$ cat src/rtl/phd_pkg.sv
// ----------------------------------------------------------------------------
// phd_pkg
// Shared types and constants for the piezo hit detector.
// ----------------------------------------------------------------------------
package phd_pkg;

    // fixed field widths of the sample, result and config ports
    localparam int unsigned FIELD_W = 12;
    localparam int unsigned WIN_W   = 16;
    localparam int unsigned TIME_W  = 32;
    localparam int unsigned COUNT_W = 32;
    localparam int unsigned ADDR_W  = 5;
    localparam int unsigned DATA_W  = 32;

    // channels that carry a sample on the input port
    localparam int unsigned IN_CH = 2;

    typedef enum logic [2:0] {
        REG_TRIGGER  = 3'd0,
        REG_REARM    = 3'd1,
        REG_DECAY    = 3'd2,
        REG_TRACK    = 3'd3,
        REG_COOLDOWN = 3'd4
    } t_reg_idx;

    localparam logic [FIELD_W-1:0] RST_TRIGGER  = 12'd400;
    localparam logic [FIELD_W-1:0] RST_REARM    = 12'd200;
    localparam logic [FIELD_W-1:0] RST_DECAY    = 12'd8;
    localparam logic [WIN_W-1:0]   RST_TRACK    = 16'd3;
    localparam logic [WIN_W-1:0]   RST_COOLDOWN = 16'd30;

    typedef struct packed {
        logic [FIELD_W-1:0] trigger_level;
        logic [FIELD_W-1:0] rearm_level;
        logic [FIELD_W-1:0] envelope_decay;
        logic [WIN_W-1:0]   track_window_ms;
        logic [WIN_W-1:0]   cooldown_ms;
    } t_cfg;

    typedef struct packed {
        logic [COUNT_W-1:0] hits;
        logic [FIELD_W-1:0] hit_peak;
        logic [FIELD_W-1:0] envelope;
    } t_lane_res;

endpackage

$ cat src/rtl/piezo_hit_detector.sv
// ----------------------------------------------------------------------------
// piezo_hit_detector
// Per-channel piezo hit detection with peak envelope, lanes merged into
// one result per tick through a two-entry output buffer.
// ----------------------------------------------------------------------------
//   channel   direction  handshake                 payload
//   input     in         i_in_valid / o_in_ready   i_left_sample, i_right_sample, i_now_ms
//   output    out        o_out_valid / i_out_ready o_left_*, o_right_*
//   config    in         psel/penable/pwrite       paddr, pwdata -> prdata, pready
//
// One request per cycle while o_in_ready is high; each result is registered
// in the head entry, or in the skid entry while the head is occupied.
// Synchronous active-low reset clears lane state and the output buffer.
// A skid entry keeps input flowing for one request while the output stalls;
// o_in_ready drops only when both buffer entries hold results.
// ----------------------------------------------------------------------------
module piezo_hit_detector #(
    parameter int unsigned SAMPLE_BITS = 12,
    parameter int unsigned CHANNELS    = 2
) (
    input  logic                              i_clk,
    input  logic                              i_rst_n,

    input  logic                              i_in_valid,
    output logic                              o_in_ready,
    input  logic [phd_pkg::FIELD_W-1:0]       i_left_sample,
    input  logic [phd_pkg::FIELD_W-1:0]       i_right_sample,
    input  logic [phd_pkg::TIME_W-1:0]        i_now_ms,

    output logic                              o_out_valid,
    input  logic                              i_out_ready,
    output logic [phd_pkg::COUNT_W-1:0]       o_left_hits,
    output logic [phd_pkg::FIELD_W-1:0]       o_left_hit_peak,
    output logic [phd_pkg::FIELD_W-1:0]       o_left_envelope,
    output logic [phd_pkg::COUNT_W-1:0]       o_right_hits,
    output logic [phd_pkg::FIELD_W-1:0]       o_right_hit_peak,
    output logic [phd_pkg::FIELD_W-1:0]       o_right_envelope,

    input  logic                              psel,
    input  logic                              penable,
    input  logic                              pwrite,
    input  logic [phd_pkg::ADDR_W-1:0]        paddr,
    input  logic [phd_pkg::DATA_W-1:0]        pwdata,
    output logic [phd_pkg::DATA_W-1:0]        prdata,
    output logic                              pready
);

    // sample width in use never exceeds the port width
    localparam int unsigned EFF_W = (SAMPLE_BITS < phd_pkg::FIELD_W) ?
                                    SAMPLE_BITS : phd_pkg::FIELD_W;
    localparam int unsigned LANES = (CHANNELS < phd_pkg::IN_CH) ?
                                    CHANNELS : phd_pkg::IN_CH;

    phd_pkg::t_cfg                                  w_cfg;
    logic [phd_pkg::FIELD_W-1:0]                    w_sample [phd_pkg::IN_CH];
    phd_pkg::t_lane_res [phd_pkg::IN_CH-1:0]        w_res;

    logic                                           w_in_acc;
    logic                                           w_out_acc;

    logic                                           r_head_valid, n_head_valid;
    logic                                           r_skid_valid, n_skid_valid;
    phd_pkg::t_lane_res [phd_pkg::IN_CH-1:0]        r_head, n_head;
    phd_pkg::t_lane_res [phd_pkg::IN_CH-1:0]        r_skid, n_skid;

    phd_regs #(
        .W (EFF_W)
    ) u_regs (
        .i_clk   (i_clk),
        .i_rst_n (i_rst_n),
        .psel    (psel),
        .penable (penable),
        .pwrite  (pwrite),
        .paddr   (paddr),
        .pwdata  (pwdata),
        .prdata  (prdata),
        .pready  (pready),
        .o_cfg   (w_cfg)
    );

    assign w_sample[0] = i_left_sample;
    assign w_sample[1] = i_right_sample;

    assign o_in_ready = !r_skid_valid;
    assign w_in_acc   = i_in_valid && o_in_ready;
    assign w_out_acc  = r_head_valid && i_out_ready;

    for (genvar g = 0; g < phd_pkg::IN_CH; g++) begin : g_lane
        if (g < LANES) begin : g_on
            phd_lane #(
                .W (EFF_W)
            ) u_lane (
                .i_clk    (i_clk),
                .i_rst_n  (i_rst_n),
                .i_en     (w_in_acc),
                .i_cfg    (w_cfg),
                .i_sample (w_sample[g]),
                .i_now_ms (i_now_ms),
                .o_res    (w_res[g])
            );
        end else begin : g_off
            assign w_res[g] = '0;
        end
    end

    // merge: lane results form one request into the head/skid buffer
    always_comb begin
        n_head_valid = r_head_valid;
        n_head       = r_head;
        n_skid_valid = r_skid_valid;
        n_skid       = r_skid;
        if (w_out_acc) begin
            n_head_valid = r_skid_valid;
            n_head       = r_skid;
            n_skid_valid = 1'b0;
        end
        if (w_in_acc) begin
            if (!n_head_valid) begin
                n_head_valid = 1'b1;
                n_head       = w_res;
            end else begin
                n_skid_valid = 1'b1;
                n_skid       = w_res;
            end
        end
    end

    always_ff @(posedge i_clk) begin
        if (!i_rst_n) begin
            r_head_valid <= 1'b0;
            r_skid_valid <= 1'b0;
        end else begin
            r_head_valid <= n_head_valid;
            r_skid_valid <= n_skid_valid;
        end
    end

    always_ff @(posedge i_clk) begin
        r_head <= n_head;
        r_skid <= n_skid;
    end

    assign o_out_valid      = r_head_valid;
    assign o_left_hits      = r_head[0].hits;
    assign o_left_hit_peak  = r_head[0].hit_peak;
    assign o_left_envelope  = r_head[0].envelope;
    assign o_right_hits     = r_head[1].hits;
    assign o_right_hit_peak = r_head[1].hit_peak;
    assign o_right_envelope = r_head[1].envelope;

endmodule

$ cat src/rtl/phd_regs.sv
// ----------------------------------------------------------------------------
// phd_regs
// APB-style register file holding levels, decay and time windows.
// ----------------------------------------------------------------------------
module phd_regs #(
    parameter int unsigned W = 12
) (
    input  logic                              i_clk,
    input  logic                              i_rst_n,
    input  logic                              psel,
    input  logic                              penable,
    input  logic                              pwrite,
    input  logic [phd_pkg::ADDR_W-1:0]        paddr,
    input  logic [phd_pkg::DATA_W-1:0]        pwdata,
    output logic [phd_pkg::DATA_W-1:0]        prdata,
    output logic                              pready,
    output phd_pkg::t_cfg                     o_cfg
);

    localparam logic [phd_pkg::FIELD_W-1:0] LVL_MASK = phd_pkg::FIELD_W'((1 << W) - 1);

    phd_pkg::t_cfg      r_cfg;
    phd_pkg::t_reg_idx  w_idx;
    logic               w_wr;

    assign w_idx  = phd_pkg::t_reg_idx'(paddr[phd_pkg::ADDR_W-1:2]);
    assign w_wr   = psel && penable && pwrite && pready;
    assign pready = 1'b1;
    assign o_cfg  = r_cfg;

    always_ff @(posedge i_clk) begin
        if (!i_rst_n) begin
            r_cfg.trigger_level   <= phd_pkg::RST_TRIGGER & LVL_MASK;
            r_cfg.rearm_level     <= phd_pkg::RST_REARM & LVL_MASK;
            r_cfg.envelope_decay  <= phd_pkg::RST_DECAY & LVL_MASK;
            r_cfg.track_window_ms <= phd_pkg::RST_TRACK;
            r_cfg.cooldown_ms     <= phd_pkg::RST_COOLDOWN;
        end else if (w_wr) begin
            case (w_idx)
                phd_pkg::REG_TRIGGER: begin
                    r_cfg.trigger_level <= pwdata[phd_pkg::FIELD_W-1:0] & LVL_MASK;
                end
                phd_pkg::REG_REARM: begin
                    r_cfg.rearm_level <= pwdata[phd_pkg::FIELD_W-1:0] & LVL_MASK;
                end
                phd_pkg::REG_DECAY: begin
                    r_cfg.envelope_decay <= pwdata[phd_pkg::FIELD_W-1:0] & LVL_MASK;
                end
                phd_pkg::REG_TRACK: begin
                    r_cfg.track_window_ms <= pwdata[phd_pkg::WIN_W-1:0];
                end
                phd_pkg::REG_COOLDOWN: begin
                    r_cfg.cooldown_ms <= pwdata[phd_pkg::WIN_W-1:0];
                end
                default: begin
                end
            endcase
        end
    end

    always_comb begin
        case (w_idx)
            phd_pkg::REG_TRIGGER:  prdata = phd_pkg::DATA_W'(r_cfg.trigger_level);
            phd_pkg::REG_REARM:    prdata = phd_pkg::DATA_W'(r_cfg.rearm_level);
            phd_pkg::REG_DECAY:    prdata = phd_pkg::DATA_W'(r_cfg.envelope_decay);
            phd_pkg::REG_TRACK:    prdata = phd_pkg::DATA_W'(r_cfg.track_window_ms);
            phd_pkg::REG_COOLDOWN: prdata = phd_pkg::DATA_W'(r_cfg.cooldown_ms);
            default:               prdata = '0;
        endcase
    end

endmodule

$ cat src/rtl/phd_lane.sv
// ----------------------------------------------------------------------------
// phd_lane
// One channel: decaying peak envelope and armed/tracking/cooldown hit machine.
// ----------------------------------------------------------------------------
module phd_lane #(
    parameter int unsigned W = 12
) (
    input  logic                              i_clk,
    input  logic                              i_rst_n,
    input  logic                              i_en,
    input  phd_pkg::t_cfg                     i_cfg,
    input  logic [phd_pkg::FIELD_W-1:0]       i_sample,
    input  logic [phd_pkg::TIME_W-1:0]        i_now_ms,
    output phd_pkg::t_lane_res                o_res
);

    typedef enum logic [1:0] {
        PH_ARMED    = 2'd0,
        PH_TRACKING = 2'd1,
        PH_COOLDOWN = 2'd2
    } t_phase;

    t_phase                         r_phase, n_phase;
    logic [W-1:0]                   r_env, n_env;
    logic [W-1:0]                   r_peak, n_peak;
    logic [W-1:0]                   r_latched, n_latched;
    logic [phd_pkg::TIME_W-1:0]     r_track_dl, n_track_dl;
    logic [phd_pkg::TIME_W-1:0]     r_cool_dl, n_cool_dl;
    logic [phd_pkg::COUNT_W-1:0]    r_hits, n_hits;

    logic [W-1:0]                   w_sample;
    logic [W-1:0]                   w_decay;
    logic [W-1:0]                   w_dec;
    logic [phd_pkg::TIME_W-1:0]     w_track_diff;
    logic [phd_pkg::TIME_W-1:0]     w_cool_diff;

    assign w_sample     = i_sample[W-1:0];
    assign w_decay      = i_cfg.envelope_decay[W-1:0];
    assign w_dec        = (r_env > w_decay) ? (r_env - w_decay) : '0;
    // deadline reached when the wrapping difference is non-negative
    assign w_track_diff = i_now_ms - r_track_dl;
    assign w_cool_diff  = i_now_ms - r_cool_dl;

    always_comb begin
        n_env      = (w_sample > w_dec) ? w_sample : w_dec;
        n_phase    = r_phase;
        n_peak     = r_peak;
        n_latched  = r_latched;
        n_track_dl = r_track_dl;
        n_cool_dl  = r_cool_dl;
        n_hits     = r_hits;
        case (r_phase)
            PH_TRACKING: begin
                if (w_sample > r_peak) begin
                    n_peak = w_sample;
                end
                if (!w_track_diff[phd_pkg::TIME_W-1]) begin
                    n_hits    = r_hits + phd_pkg::COUNT_W'(1);
                    n_latched = n_peak;
                    n_phase   = PH_COOLDOWN;
                    n_cool_dl = i_now_ms + phd_pkg::TIME_W'(i_cfg.cooldown_ms);
                end
            end
            PH_COOLDOWN: begin
                if (!w_cool_diff[phd_pkg::TIME_W-1]
                        && w_sample <= i_cfg.rearm_level[W-1:0]) begin
                    n_phase = PH_ARMED;
                end
            end
            default: begin
                // armed, and the unused code behaves the same
                if (w_sample >= i_cfg.trigger_level[W-1:0]) begin
                    n_phase    = PH_TRACKING;
                    n_peak     = w_sample;
                    n_track_dl = i_now_ms + phd_pkg::TIME_W'(i_cfg.track_window_ms);
                end
            end
        endcase
    end

    always_ff @(posedge i_clk) begin
        if (!i_rst_n) begin
            r_phase    <= PH_ARMED;
            r_env      <= '0;
            r_peak     <= '0;
            r_latched  <= '0;
            r_track_dl <= '0;
            r_cool_dl  <= '0;
            r_hits     <= '0;
        end else if (i_en) begin
            r_phase    <= n_phase;
            r_env      <= n_env;
            r_peak     <= n_peak;
            r_latched  <= n_latched;
            r_track_dl <= n_track_dl;
            r_cool_dl  <= n_cool_dl;
            r_hits     <= n_hits;
        end
    end

    // result reflects this request's update
    assign o_res.hits     = n_hits;
    assign o_res.hit_peak = phd_pkg::FIELD_W'(n_latched);
    assign o_res.envelope = phd_pkg::FIELD_W'(n_env);

endmodule

$ cat config.mk
export PLATFORM = sky130hd
export DESIGN_NAME = piezo_hit_detector
export DESIGN_NICKNAME = d
export VERILOG_FILES = /design/src/rtl/phd_pkg.sv /design/src/rtl/piezo_hit_detector.sv /design/src/rtl/phd_regs.sv /design/src/rtl/phd_lane.sv
export SDC_FILE = /design/constraint.sdc
export NUM_CORES = 2
export LEC_CHECK = 0
export ABC_AREA = 1
export BUFFER_PORTS_ARGS = -buffer_cell sky130_fd_sc_hd__buf_2
export CORE_MARGIN = 5
export CORE_UTILIZATION = 33
export CTS_CLUSTER_SIZE = 16
export DETAILED_ROUTE_END_ITERATION = 10
export GPL_TIMING_DRIVEN = 0
export PLACE_DENSITY_LB_ADDON = 0.08
export SETUP_SLACK_MARGIN = 0.1
export SLEW_MARGIN = 20
export SYNTH_ARGS = -nofsm -noshare
export SYNTH_HDL_FRONTEND = slang
export SYNTH_SLANG_ARGS = --single-unit
$ cat constraint.sdc
create_clock -name i_clk -period 5.93 [get_ports i_clk]
set_input_delay 0.2965 -clock i_clk [delete_from_list [all_inputs] [get_ports i_clk]]
set_output_delay 0.2965 -clock i_clk [all_outputs]
set_load 0.02 [all_outputs]
* After elaboration in Yosys (flattened, before gate mapping)
Index checks and enable logic that the tools add are counted.
** Word-level totals
- Bits in registers :: 562
- Input port bits :: 100
- Output and inout bits :: 147
- Logic and storage cells :: 136
** Operators by class
- $add $sub $neg :: 10
- Order comparisons :: 10
- Equality and inequality tests :: 12
- Multiplexer cells :: 35
- Bitwise gates (word level) :: 6
- Reduce and logical (&&, ||, !) cells :: 30
** Operators by type and width (number)
- 2-to-1 mux 112 bit :: 3
- 2-to-1 mux 12 bit :: 12
- 2-to-1 mux 32 bit :: 4
- subtractor 32 bit :: 4
- case mux 16 bit (5 select lines) :: 1
- greater-than comparator 12 bit :: 6
- adder 32 x 1 -> 32 bit (second input constant) :: 2
- adder 32 x 16 -> 32 bit :: 2
- case mux 12 bit (2 select lines) :: 2
- >= comparator 12 bit :: 2
- <= comparator 12 bit :: 2
- subtractor 12 bit :: 2
- AND reduction 3 bit :: 6
- 2-to-1 mux 2 bit :: 6
- AND reduction 2 bit :: 6
- case mux 2 bit (2 select lines) :: 2
- AND reduction 4 bit :: 2
- == test 3 x 2 -> 1 bit (second input constant) :: 2
- logical AND 1 bit :: 6
- NOT 1 bit :: 6
- nonzero test 3 bit :: 2
- 2-to-1 mux 1 bit :: 5
- == test 2 x 1 -> 1 bit (second input constant) :: 2
- == test 2 bit (second input constant) :: 2
- 8 further kinds :: 14

* Logic depth before layout (Yosys ltp)
- Word-level depth :: 6
- Gate-level depth with buffers :: 25
- Depth with buffers taken out :: 23

* Cells and area by module
Synthesis repeated with hierarchy kept, for this count alone.
** Second synthesis, totals
- Cells, all modules :: 5470
- Area, all modules :: 37160.6 µm²
** By module, submodules not included
- phd_lane (g_lane[1].g_on.u_lane) :: times used 1, cells each 1967, area each 12406.9 µm², sequential area each 2682.6 µm²
- phd_lane (g_lane[0].g_on.u_lane) :: times used 1, cells each 1961, area each 12226.7 µm², sequential area each 2682.6 µm²
- piezo_hit_detector :: times used 1, cells each 986, area each 8929.8 µm², sequential area each 5645.4 µm²
- phd_regs :: times used 1, cells each 556, area each 3597.2 µm², sequential area each 1361.3 µm²

* Worst setup path before layout
Ideal clock, no wire load.
- Kind :: flip-flop to flip-flop
- Start :: reg r_skid_valid
- End :: reg r_skid[0] (netlist bit) (enable)
- Setup time :: 0.585 ns
- Arrival :: 5.716 ns
- Data required time :: 5.345 ns
- Path slack :: -0.371 ns
- Stages on the path, launching flop included :: 6
- Buffers on the path :: 2
- Period minus slack after synthesis :: 6.301 ns
- Cell sequence :: dfxtp_1 > inv_1 > nand2_1 > buf_2 > clkbuf_1 > nor2_1
** Between the ends
- Longest elaborated chain between the ends :: 3
- Elaborated cells between the ends (all ways) :: 4
- Classes of those cells :: mux (1); reduce/logical (3)
** Ends and longest elaborated chain
- start: declaration :: RTL line piezo_hit_detector.sv:62 : logic r_skid_valid, n_skid_valid;
- start signal: assignment :: RTL line piezo_hit_detector.sv:134 : r_skid_valid <= n_skid_valid;
- logical NOT 1 bit :: RTL line piezo_hit_detector.sv:84 : assign o_in_ready = !r_skid_valid;
- net o_in_ready :: RTL line piezo_hit_detector.sv:25 : output logic o_in_ready,
- logical AND 1 bit :: RTL line piezo_hit_detector.sv:85 : assign w_in_acc = i_in_valid && o_in_ready;
- AND reduction 2 bit (no source line)
- end signal: assignment :: RTL line piezo_hit_detector.sv:140 : r_skid <= n_skid;
- end: declaration :: RTL line piezo_hit_detector.sv:64 : phd_pkg::t_lane_res [phd_pkg::IN_CH-1:0] r_skid, n_skid;
The timed path passes the listed nets, and every way through them passes these cells.
A chain may end at the register's enable or synchronous reset.

* Worst setup path in the final report
- Start :: reg u_regs.r_cfg (netlist bit u_regs.o_cfg[33])
- End :: reg r_skid[59] (netlist bit) (data pin)
** Between the ends
- Longest elaborated chain between the ends :: 4
- Elaborated cells between the ends (all ways) :: 5
- Classes of those cells :: add/sub (1); order compare (2); mux (2)
** Ends and longest elaborated chain
- start: declaration :: RTL line phd_regs.sv:22 : phd_pkg::t_cfg r_cfg;
- subtractor 12 bit / greater-than comparator 12 bit (equally long branches) :: RTL line phd_lane.sv:39 : assign w_dec = (r_env > w_decay) ? (r_env - w_decay) : '0;
- 2-to-1 mux 12 bit * :: RTL line phd_lane.sv:39
- greater-than comparator 12 bit :: RTL line phd_lane.sv:45 : n_env = (w_sample > w_dec) ? w_sample : w_dec;
- 2-to-1 mux 12 bit * :: RTL line phd_lane.sv:45
- net g_lane[1].g_on.u_lane.n_env[3] :: RTL line phd_lane.sv:24 : logic [W-1:0] r_env, n_env;
The timed path passes the listed nets; every way through them passes the cells marked *.

==> results.toml <==
[run_status]
status = "complete, no violations"

[clock_tree]
cts_setup_buffers = 0
cts_tree = "done"
htree_levels = 3
root_buffer = "clkbuf_16"
clkSinkCount = 562
numCtsBuffers = 72
clock_latency_ns = 0.65
cts_buffer_depth = 3
clkTransAtPathRegs_ns = 0.06

[floorplanning]
dieArea_mm2 = 0.1122
ioPinCount = 247
core_area_mm2 = 0.1051
die_w_um = 334.9
dieHeight_um = 334.9
rows = 119
initial_core_util = 0.3314

[route]
drt_iter0_drc = 2040
dr.pass1.iters = 7
final_antenna_net_count = 0
drc = 0
avgRoutedWirePerCell_um = 19.87
vias_per_cell = 4.901
vias = 32910
wl_um = 133400

[final_layout]
fillers = 11460
fin_area_mm2 = 0.04043
drive_gt1_frac = 0.09568
area_growth_pct = 16.05
nets = 5647

[power_and_ir_drop]
peakVddDrop_v = 0.0002406
p_per_area_mw_per_mm2 = 342.3
power_leakage_nw = 19.43
power_mw = 13.84

[sta]
period_needed_ns = 4.670
hold_violations = 0
rsz0062_at_grt = "false"
finClkSkew_ns = 0.03235
period_share = 0.7875
tightest_slew_ns = 1.031
setup_viol = 0
fmax_mhz = 214.1
slew_headroom = 0.3128
slew_viol_final = 0

[synth]
synthesis.area_mm2 = 0.03484
synth-main-ff-cell = "dfxtp_1"
postSynthAreaPerCell_um2 = 7.037
yosysSeqAreaShare = 0.3551
yosysMostFrequentCell = "nand2_1"
yosysTopAreaCell = "dfxtp_1"
yosysTopAreaCellShare = 0.2586
async_flop_share = 0
syn_inst = 4951
ys_seq_elements = 562
synth_common_cells = "nand2_1, inv_1, nand3_1"
synth_edf_count = 112
ys_warn_count = 0
synth.area.top_cells = "dfxtp_1, nand2_1, ha_1"
synth_cell_type_count = 57

[critical_path]
cpPeakStageDelay_ns = 0.82
endpoint_kind = "flip-flop"
reg2reg_depth = 20
cp.required_ns = 6.29
rr_startpoint = "u_regs.o_cfg[33]"
r2r_slack_ns = 1.26
critical-path-top-delay-family = "compound AO/OA/AOI/OAI gates"
crit_top_cell = "nand2_1"
critical-path-slowest-cell = "o21ai_0"
crit_type = "reg2reg"
crit_path_start_kind = "flip-flop"
path_cells = "inv_1 > ha_1 > nand3_1 > nand2_1 > a21oi_1 > o21ai_0 > nand2_1 > nand3_1 > nand2_1 > nor2_1 > inv_1 > ha_1 > a21oi_1 > nor2_1 > a211oi_1 > nand3_1 > nand2_1 > clkinv_1 > o21ai_0 > inv_1"
worstPathArrival_ns = 5.03
r2r-end = "r_skid[59]"
worstPathMaxFanout = 9
cp_num_buf_inv = 4

[global_routing]
gr-total-overflow = 0
grt_pass1_vias = 31650
grt_pass1_wl_um = 198400
grt_max_degree = 22
antenna_found_initial = 5
track_usage = 0.2315

[min_path]
whs_path_depth = 3
min_from = "pwdata[1]"
worstHoldEndpoint = "u_regs.o_cfg[1]"
worstHoldPathType = "in2reg"

[place]
io_buffers = 208
place.gp.congestion = 0.9202
placed_area_mm2 = 0.03784
dpl.hpwl_um = 104000

[flow_run]
maxCapViolCount = 0
-- repair_timing --
| item | CTS | global route |
|---|---|---|
| hold buffers | 10 | 0 |
| hold endpoints to repair | 26 | 0 |
| gates resized for setup | 0 | 0 |
-- worst max-delay path by stage --
| stage | to | cells past startpoint | slack, ns | start |
|---|---|---|---|---|
| detailed placement | r_skid[59] | 20 | 1.34 | u_regs.o_cfg[33] |
| global placement | r_skid[50] | 5 | -0.98 | r_skid_valid |
| finish | r_skid[59] | 20 | 1.26 | u_regs.o_cfg[33] |
| floorplan | r_skid[0] | 5 | 1.53 | r_skid_valid |
| global route | r_skid[59] | 20 | 0.90 | u_regs.o_cfg[33] |
| CTS | r_skid[59] | 20 | 1.31 | u_regs.o_cfg[33] |
-- routing by layer --
layer / track usage / share of wire / wire length [um] / vias up
met5: 0 / 0 / 0 / -
met4: 0.07885 / 0.036 / 4806 / 0
met3: 0.03086 / 0.048 / 6393 / 202
met2: 0.3938 / 0.47 / 62280 / 789
met1: 0.3031 / 0.45 / 59920 / 15160
li1: - / - / - / 16760
-- power breakdown --
part	leakage, nW	total [mW]	internal, mW	switching, mW
clock	1.22	4.67	2.80	1.87
combinational	13.5	4.46	1.37	3.10
sequential	4.75	4.71	4.41	0.301
total	19.4	13.8	8.58	5.26
-- registers in the layout (all words and copies together), names as in the netlist --
| name | count |
|---|---|
| r_skid | 112 |
| o_left_hits | 32 |
| o_right_hits | 32 |
| r_skid_valid | 1 |
| g_lane.g_on.u_lane.r_peak | 24 |
| u_regs.o_cfg | 68 |
| o_right_envelope | 12 |
| o_right_hit_peak | 12 |
| g_lane.g_on.u_lane.r_phase | 4 |
| g_lane.g_on.u_lane.r_latched | 24 |
| o_out_valid | 1 |
| g_lane.g_on.u_lane.r_hits | 64 |
| o_left_hit_peak | 12 |
| g_lane.g_on.u_lane.r_env | 24 |
| g_lane.g_on.u_lane.r_cool_dl | 64 |
| o_left_envelope | 12 |
| g_lane.g_on.u_lane.r_track_dl | 64 |
-- cell usage in the layout, fill, tap and decap left out, types with 26 or more instances in the layout --
cell type / count
a21oi_1: 366
buf_2: 245
clkbuf_1: 146
clkbuf_16: 75
dfxtp_1: 450
edfxtp_1: 112
ha_1: 279
inv_1: 725
nand2_1: 1130
nand3_1: 511
nand4_1: 68
nor2_1: 418
nor3_1: 45
o21ai_0: 339
xnor2_1: 26
xor2_1: 35
-- cell type report --
class                           instances  area [um^2]  share of cell area
Multi-Input combinational cell       3437        18640              0.4610
Sequential cell                       562        12370              0.3060
Timing Repair Buffer                  224         1299             0.03212
Inverter                              738         2770             0.06851
Antenna cell                            4        10.01           0.0002476
Clock inverter                         32        416.7             0.01030
Tap cell                             1391         1740             0.04305
Clock buffer                           98         2063             0.05103
Buffer                                229         1121             0.02773
-- cell families (layout without fill, tap and decap cells) --
family / Yosys count / count (layout) / synth area share
mux: 9 / 9 / 0.002909
other cells: 2 / 21 / 0.0002156
flops: 562 / 562 / 0.3551
simple gates: 2264 / 2264 / 0.2899
compound gates: 803 / 803 / 0.1223
xor+xnor: 61 / 61 / 0.01533
fa+ha+maj: 283 / 283 / 0.1025
buf+inv: 967 / 1321 / 0.1117
-- tightest hold or removal path, cell delays in order --
cell     delay [ns]
buf_2          0.18
a21oi_1        0.08
o21ai_0        0.06
-- stage by stage --
stage               setup slack (ns)  hold WS, ns  cells  utilization  TNS, ns
global route                  0.9039      0.03263   6711       0.3845        0
finish                         1.260      0.03090   6715       0.3846        0
floorplan                      1.535       0.4228   4966            -        0
global placement             -0.9793       0.4445   6565       0.3585  -108.96
detailed placement             1.344       0.4514   6571       0.3600        0
CTS                            1.310     0.002070   6711       0.3845        0
Note: power is estimated with default switching activity, not from simulation.
